## src/hdl/precedence_order_checker_core_defines.svh

```systemverilog
// Assertion macros for the precedence order checker.
// Included by every RTL file that carries concurrent assertions.
// Synthesis builds define SYNTH to drop the checks.
`ifndef PRECEDENCE_ORDER_CHECKER_CORE_DEFINES_SVH
`define PRECEDENCE_ORDER_CHECKER_CORE_DEFINES_SVH

`ifndef SYNTH

// Same-cycle implication, checked at every rising clock edge out of reset.
`define POC_ASSERT_IMPL(lbl, clk_i, rstn_i, ante, cons) \
	lbl: assert property (@(posedge clk_i) disable iff (!rstn_i) (ante) |-> (cons)) \
		else $error("poc assertion failed");

// Next-cycle implication.
`define POC_ASSERT_NEXT(lbl, clk_i, rstn_i, ante, cons) \
	lbl: assert property (@(posedge clk_i) disable iff (!rstn_i) (ante) |=> (cons)) \
		else $error("poc assertion failed");

`else

`define POC_ASSERT_IMPL(lbl, clk_i, rstn_i, ante, cons)
`define POC_ASSERT_NEXT(lbl, clk_i, rstn_i, ante, cons)

`endif

`endif

```

## src/hdl/poc_pkg.sv

```systemverilog
// Shared types and constants of the precedence order checker.
// No dependencies; used by the interfaces and all modules.
package poc_pkg;

	// Fixed field widths
	localparam int PAGE_W  = 7;
	localparam int TOTAL_W = 32;

	// Default sizes of the rule matrix and the row store
	localparam int PAGE_COUNT_DEF = 128;
	localparam int ROW_MAX_DEF    = 32;

	// Transaction kind carried in the mode field
	typedef enum logic {
		MODE_RULE = 1'b0,
		MODE_PAGE = 1'b1
	} mode_t;

endpackage

```

## src/hdl/poc_row_mem.sv

```systemverilog
// Row store: the pages of the current row, by position.
// Synchronous RAM with one write and one registered read port.
module poc_row_mem #(
	parameter int ROW_MAX = poc_pkg::ROW_MAX_DEF
) (
	input  logic                                       clk,
	input  logic                                       wr_en,
	input  logic [((ROW_MAX > 1) ? $clog2(ROW_MAX) : 1)-1:0] wr_addr,
	input  logic [poc_pkg::PAGE_W-1:0]                 wr_data,
	input  logic                                       rd_en,
	input  logic [((ROW_MAX > 1) ? $clog2(ROW_MAX) : 1)-1:0] rd_addr,
	output logic [poc_pkg::PAGE_W-1:0]                 rd_data
);
	import poc_pkg::*;

	logic [PAGE_W-1:0] mem [ROW_MAX];

	always_ff @(posedge clk) begin
		if (wr_en) begin
			mem[wr_addr] <= wr_data;
		end
		if (rd_en) begin
			rd_data <= mem[rd_addr];
		end
	end

endmodule

```

## config.mk

```make
export PLATFORM = sky130hd
export DESIGN_NAME = poc_row_mem
export DESIGN_NICKNAME = d
export VERILOG_FILES = /design/src/hdl/precedence_order_checker_core_defines.svh /design/src/hdl/poc_pkg.sv /design/src/hdl/poc_row_mem.sv
export SDC_FILE = /design/constraint.sdc
export NUM_CORES = 1
export LEC_CHECK = 0
export ABC_AREA = 0
export BUFFER_PORTS_ARGS = -buffer_cell sky130_fd_sc_hd__buf_2
export CORE_ASPECT_RATIO = 1.75
export CORE_UTILIZATION = 57
export DETAILED_ROUTE_END_ITERATION = 10
export GPL_TIMING_DRIVEN = 0
export PLACE_DENSITY = 0.74
export RECOVER_POWER = 50
export SYNTH_ARGS = -nofsm -noshare
export SYNTH_HDL_FRONTEND = slang
export SYNTH_SLANG_ARGS = --single-unit
export TNS_END_PERCENT = 5
```

## constraint.sdc

```tcl
create_clock -name clk -period 2.61 [get_ports clk]
set_input_delay 0.1305 -clock clk [delete_from_list [all_inputs] [get_ports clk]]
set_output_delay 0.1305 -clock clk [all_outputs]
set_load 0.02 [all_outputs]
```

==> flow_metrics.py, run 1 <==
metrics = {
    "global_route": {
        "grt_use_met2_pct": 42.8,
        "grt_start_max_net_pins": 33,
        "grt-busiest-layer": "met2",
        "grt_overflow": 0,
        "grt_usage_pct": 24.0,
        "grt_pass1_vias": 4237,
        "grt_pass1_wl_um": 26600,
        "use_met1_pct": 28.0,
        "antenna_found_initial": 0,
        "met3_usage_pct": 3.09,
    },
    "clocking": {
        "cts_max_path_buffers": 3,
        "clock_sinks": 231,
        "insertion_delay_ns": 0.49,
        "htree_levels": 1,
        "cts_made_buffers": 20,
        "root_buffer": "clkbuf_16",
        "cts_tree": "done",
        "clk_pin_slew_ns": 0.06,
    },
    "timing": {
        "rsz0062_at_grt": "false",
        "setup-violations-final": 0,
        "hold_violations": 0,
        "tightest_slew_ns": 1.56,
        "relSlewSlack_pct": -4.13,
        "max_freq_mhz": 440,
        "finalMaxSlewViolations": 65,
        "min_period_over_period_pct": 87.2,
        "finalSetupTns_ns": 0,
        "fin_skew_ns": 0.0115,
        "holdWs_ns": 0.216,
        "fin_crit_ns": 2.28,
    },
    "critical_path": {
        "path_delay_family": "multiplexers",
        "critPathMaxFanout": 10,
        "slowest_stage": "buf_1",
        "arrival_ns": 2.51,
        "start_kind": "input port",
        "worst-endpoint-required_ns": 2.84,
        "crit_path_end_kind": "flop",
        "cp_common_cell": "mux4_2",
        "criticalPathCategory": "input port to flop",
        "path_cells": "clkbuf_1, buf_1, mux4_2, mux4_2, mux2_2",
        "path_buf_inv": 2,
        "worst_path_largest_cell_delay_ns": 0.59,
    },
    "final_layout": {
        "seqCellArea_um2": 6940,
        "final_area_um2": 9850,
        "finalNetCount": 435,
        "diodes": 0,
        "area_growth_pct": 10.6,
        "drive_gt1_share_pct": 29.0,
        "multiInputGateArea_um2": 1860,
        "fin_cells": 613,
        "nFillCells": 998,
    },
    "floorplanning": {
        "die_area_um2": 16100,
        "ios": 27,
        "rows": 60,
        "die_h_um": 167,
        "die_w_um": 96.5,
        "coreArea_um2": 15300,
        "start_util_pct": 58.1,
    },
    "power_and_ir_drop": {
        "power_leakage_nw": 3.02,
        "ir_drop_mv": 0.575,
        "power_density_nw_per_um2": 745,
    },
    "synthesis": {
        "syn_nets": 390,
        "avgSynthCellArea_um2": 24.1,
        "mappedNetlistArea_um2": 8900,
        "synth_cell_types": 13,
        "syn_inst": 370,
        "ys_warn_count": 0,
        "seq_area_frac_synth_pct": 77.9,
        "synth-seq-cells": 231,
    },
    "placement": {
        "port_buffers": 22,
        "gp_congestion": 0.818,
        "place_hpwl_um": 11800,
        "post_dp_cell_area_um2": 9250,
        "place_inst": 578,
    },
    "drt": {
        "ant_nets": 0,
        "drt_wl_total_um": 18000,
        "firstDrtPassIters": 5,
        "wl_per_cell_um": 29.3,
        "drt-initial-drc-count": 416,
        "remaining_drc_errors": 0,
        "via_per_inst": 6.45,
        "vias": 3952,
    },
    "status": {
        "status": "complete, but fails checks",
        "violations": "capacitance limit, slew limit",
    },
    "job": {
        "drv_cap": 2,
    },
    "min_path": {
        "min_path_type": "input port to flop",
    },
}
-- placed cells by master (no fill, tap or decap), types with 2 or more instances in the layout --
master,netlist,layout
edfxtp_1,231,231
mux4_2,70,70
nor2_1,33,33
clkbuf_1,8,25
clkbuf_16,0,21
buf_2,2,15
mux2_2,7,7
buf_6,5,5
nand3b_1,5,5
or3b_2,3,3
buf_1,2,2
nand3_1,2,2
clkinv_1,0,2
-- cell usage after synthesis, drive strengths merged --
cell,count,area share [%]
edfxtp,231,78
mux4,70,18
nor2,33,1.4
buf,9,0.83
clkbuf,8,0.34
mux2,7,0.89
nand3b,5,0.42
or3b,3,0.30
nand3,2,0.11
nand2,1,0.042
or3,1,0.070
-- power breakdown --
part	switching (mW)	internal (mW)	leakage (nW)	total, mW
Combinational	0.231	0.167	0.642	0.398
Clock	1.21	1.58	0.290	2.79
Sequential	0.0133	4.14	2.09	4.16
-- final timing paths --
path	from	endpoint	slack (ns)	cells past startpoint
worst max-delay path	rd_addr[2]	rd_data[0]	0.33	5
worst min register to register	mem[17][2]	rd_data[2]	1.00	3
worst min-delay path	rd_addr[3]	rd_data[2]	0.22	2
worst max register to register	mem[30][0]	rd_data[0]	0.61	3
-- stage by stage --
stage               utilization [%]  total power [mW]  setup WS (ns)
floorplan                         -              4.47          0.519
global placement               60.4              4.62         -0.145
detailed placement             60.4              4.64         -0.173
CTS                            64.4              7.38          0.320
global route                   64.3              7.51          0.291
finish                         64.3              7.34          0.335
-- state kept, by name, indices dropped and copies added (netlist names) --
| name | cells |
|---|---|
| rd_data | 7 |
| mem | 224 |
-- area by class of cell --
cell class,count,area share (%)
clock buffers,29,5.64
clock inverters,5,0.508
repair buffers,23,1.11
multi-input cells,122,18.9
well taps,186,2.36
flip-flops and latches,231,70.4
plain buffers,17,1.05
-- metal layers --
metal	routed length [um]	part of all wire, %
met3	791	4.4
met5	0	0
met4	940	5.2
met2	10100	56
met1	6110	34
-- logic make-up after synthesis --
| kind of cell | after synthesis | share of synthesized area, % |
|---|---|---|
| flops | 231 | 77.9 |
| simple gates | 45 | 2.33 |
| buf+inv | 17 | 1.17 |
| mux | 77 | 18.6 |
-- repair_timing --
item / 4_1_cts / 5_1_grt
hold endpoints to repair: 7 / 0
resized for setup: 0 / 0
buffers inserted: 0 / 0
hold buffers: 1 / 0
Power figures use the tool's default switching activity.
==> inputs of run 2 (changes only) <==
CORE_UTILIZATION = 50   (was 57)
PLACE_DENSITY = 0.66   (was 0.74)
SKIP_LAST_GASP = 1   (was default)
==> run 2 against run 1 <==
Effect of this change: the run still ends with capacitance limit, slew limit left; global-route usage is 3.0 points lower; sequential share of layout area is 1.0 points lower; critical path depth stayed put; first-iteration DRC count is 46% lower; critical path type unchanged; clock power is 11% higher; via count is 3.5% lower; non-clock buffer count stayed put; largest power group unchanged; routed wire length is 0.49% lower.
==> flow_metrics.py, run 2 (synthesized netlist as in run 1, its figures left out) <==
metrics = {
    "global_route": {
        "antenna_found_initial": 2,
        "grt_pass1_wl_um": 26400,
        "grt_overflow": 0,
        "grt_start_max_net_pins": 33,
        "grt_pass1_vias": 4067,
        "grt_usage_pct": 21.1,
    },
    "timing": {
        "hold_violations": 0,
        "min_period_over_period_pct": 87.3,
        "max_freq_mhz": 439,
        "relSlewSlack_pct": -2.12,
        "finalMaxSlewViolations": 66,
        "rsz0062_at_grt": "false",
        "fin_skew_ns": 0.0125,
        "fin_crit_ns": 2.28,
        "tightest_slew_ns": 1.53,
        "setup-violations-final": 0,
        "finalSetupTns_ns": 0,
    },
    "critical_path": {
        "r2r-start": "mem[30][1]",
        "critPathMaxFanout": 10,
        "r2r-end": "rd_data[1]",
        "crit_path_start": "rd_addr[2]",
        "criticalPathCategory": "input port to flop",
        "rrSetupSlack_ns": 0.63,
        "worst-endpoint-required_ns": 2.86,
        "crit_end": "rd_data[1]",
        "start_kind": "input port",
        "r2r_cells": 3,
        "crit_path_end_kind": "flop",
        "arrival_ns": 2.52,
    },
    "clocking": {
        "insertion_delay_ns": 0.49,
        "cts_tree": "done",
        "htree_levels": 1,
        "clk_pin_slew_ns": 0.07,
        "clock_sinks": 231,
        "cts_made_buffers": 20,
        "root_buffer": "clkbuf_16",
        "cts_max_path_buffers": 3,
        "cts_resized": 0,
        "cts_post_setup_buffers_inserted": 0,
    },
    "floorplanning": {
        "coreArea_um2": 17500,
        "start_util_pct": 51.0,
        "die_area_um2": 18400,
        "ios": 27,
        "die_w_um": 103,
        "rows": 64,
        "die_h_um": 179,
    },
    "drt": {
        "drt_wl_total_um": 17900,
        "vias": 3813,
        "firstDrtPassIters": 4,
        "drt-initial-drc-count": 224,
        "ant_nets": 0,
        "wl_per_cell_um": 27.0,
        "via_per_inst": 5.77,
        "remaining_drc_errors": 0,
    },
    "final_layout": {
        "largest_reg_flops": 224,
        "drive_gt1_share_pct": 30.8,
        "nFillCells": 1322,
        "final_area_um2": 9990,
        "mostFrequentLayoutCell": "edfxtp_1",
        "area_growth_pct": 12.3,
        "final_cell_mix": "231 x edfxtp_1, 70 x mux4_2, 33 x nor2_1",
        "regMostFlops": "mem",
        "final_util_pct": 57.3,
        "reg_top3": "mem: 224 flops, rd_data: 7 flops",
        "finalNetCount": 435,
    },
    "power_and_ir_drop": {
        "power_leakage_nw": 3.06,
        "power_density_nw_per_um2": 764,
        "ir_drop_mv": 0.537,
    },
    "job": {
        "drv_cap": 3,
    },
    "status": {
        "violations": "capacitance limit, slew limit",
        "status": "complete, but fails checks",
    },
    "placement": {
        "post_dp_cell_area_um2": 9300,
        "port_buffers": 22,
        "gp_congestion": 0.785,
        "place_hpwl_um": 12000,
    },
    "min_path": {
        "min_path_type": "input port to flop",
    },
}
run 2: worst min path at each step:
stage | cells after the start | start | endpoint
after global routing | 2 | rd_addr[3] | rd_data[6]
after detailed placement | 1 | rd_en | rd_data[3]
after floorplan | 0 | wr_data[0] | mem[0][0]
after CTS | 1 | wr_data[2] | mem[9][2]
after global placement | 1 | rd_en | rd_data[3]
final | 2 | rd_addr[3] | rd_data[6]
run 2: power by group:
part           switching, mW  leakage, nW  internal (mW)
combinational          0.232        0.642          0.167
clock                   1.29        0.335           1.79
sequential            0.0114         2.09           4.14
total                   1.54         3.06           6.10
run 2: layout make-up:
cell class	instances	area, um^2	area share (%)
clock inverters	11	151	1.51
plain buffers	17	104	1.04
repair buffers	23	109	1.09
clock buffers	24	537	5.37
well taps	231	289	2.89
diodes	2	5.00	0.0501
flip-flops and latches	231	6940	69.4
multi-input cells	122	1860	18.6
run 2: critical path: stages:
cell	delay [ns]
clkbuf_1	0.49
clkbuf_1	0.59
mux4_2	0.47
mux4_2	0.54
mux2_2	0.30
run 2: through the flow:
| stage | instances | total power, mW | hold slack [ns] | worst slack, ns |
|---|---|---|---|---|
| after CTS | 659 | 7.69 | 0.178 | 0.300 |
| final | 661 | 7.64 | 0.214 | 0.332 |
| after floorplan | 370 | 4.47 | 0.229 | 0.519 |
| after detailed placement | 623 | 4.64 | 0.461 | -0.230 |
| after global placement | 623 | 4.62 | 0.454 | -0.150 |
| after global routing | 659 | 7.86 | 0.246 | 0.267 |
run 2: layer usage:
layer  vias to the layer above  GRT usage [%]  routed length (um)
met5                         -              0                   0
met4                         0           7.69                 549
met3                        22           3.25                 815
met2                       104           38.6               10300
met1                      2018           24.6                6190
li1                       1669              -                   -
run 2: timing repair:
action,in CTS,in global routing
hold buffers,1,0
endpoints found under the setup margin,0,0
hold endpoints to repair,7,0
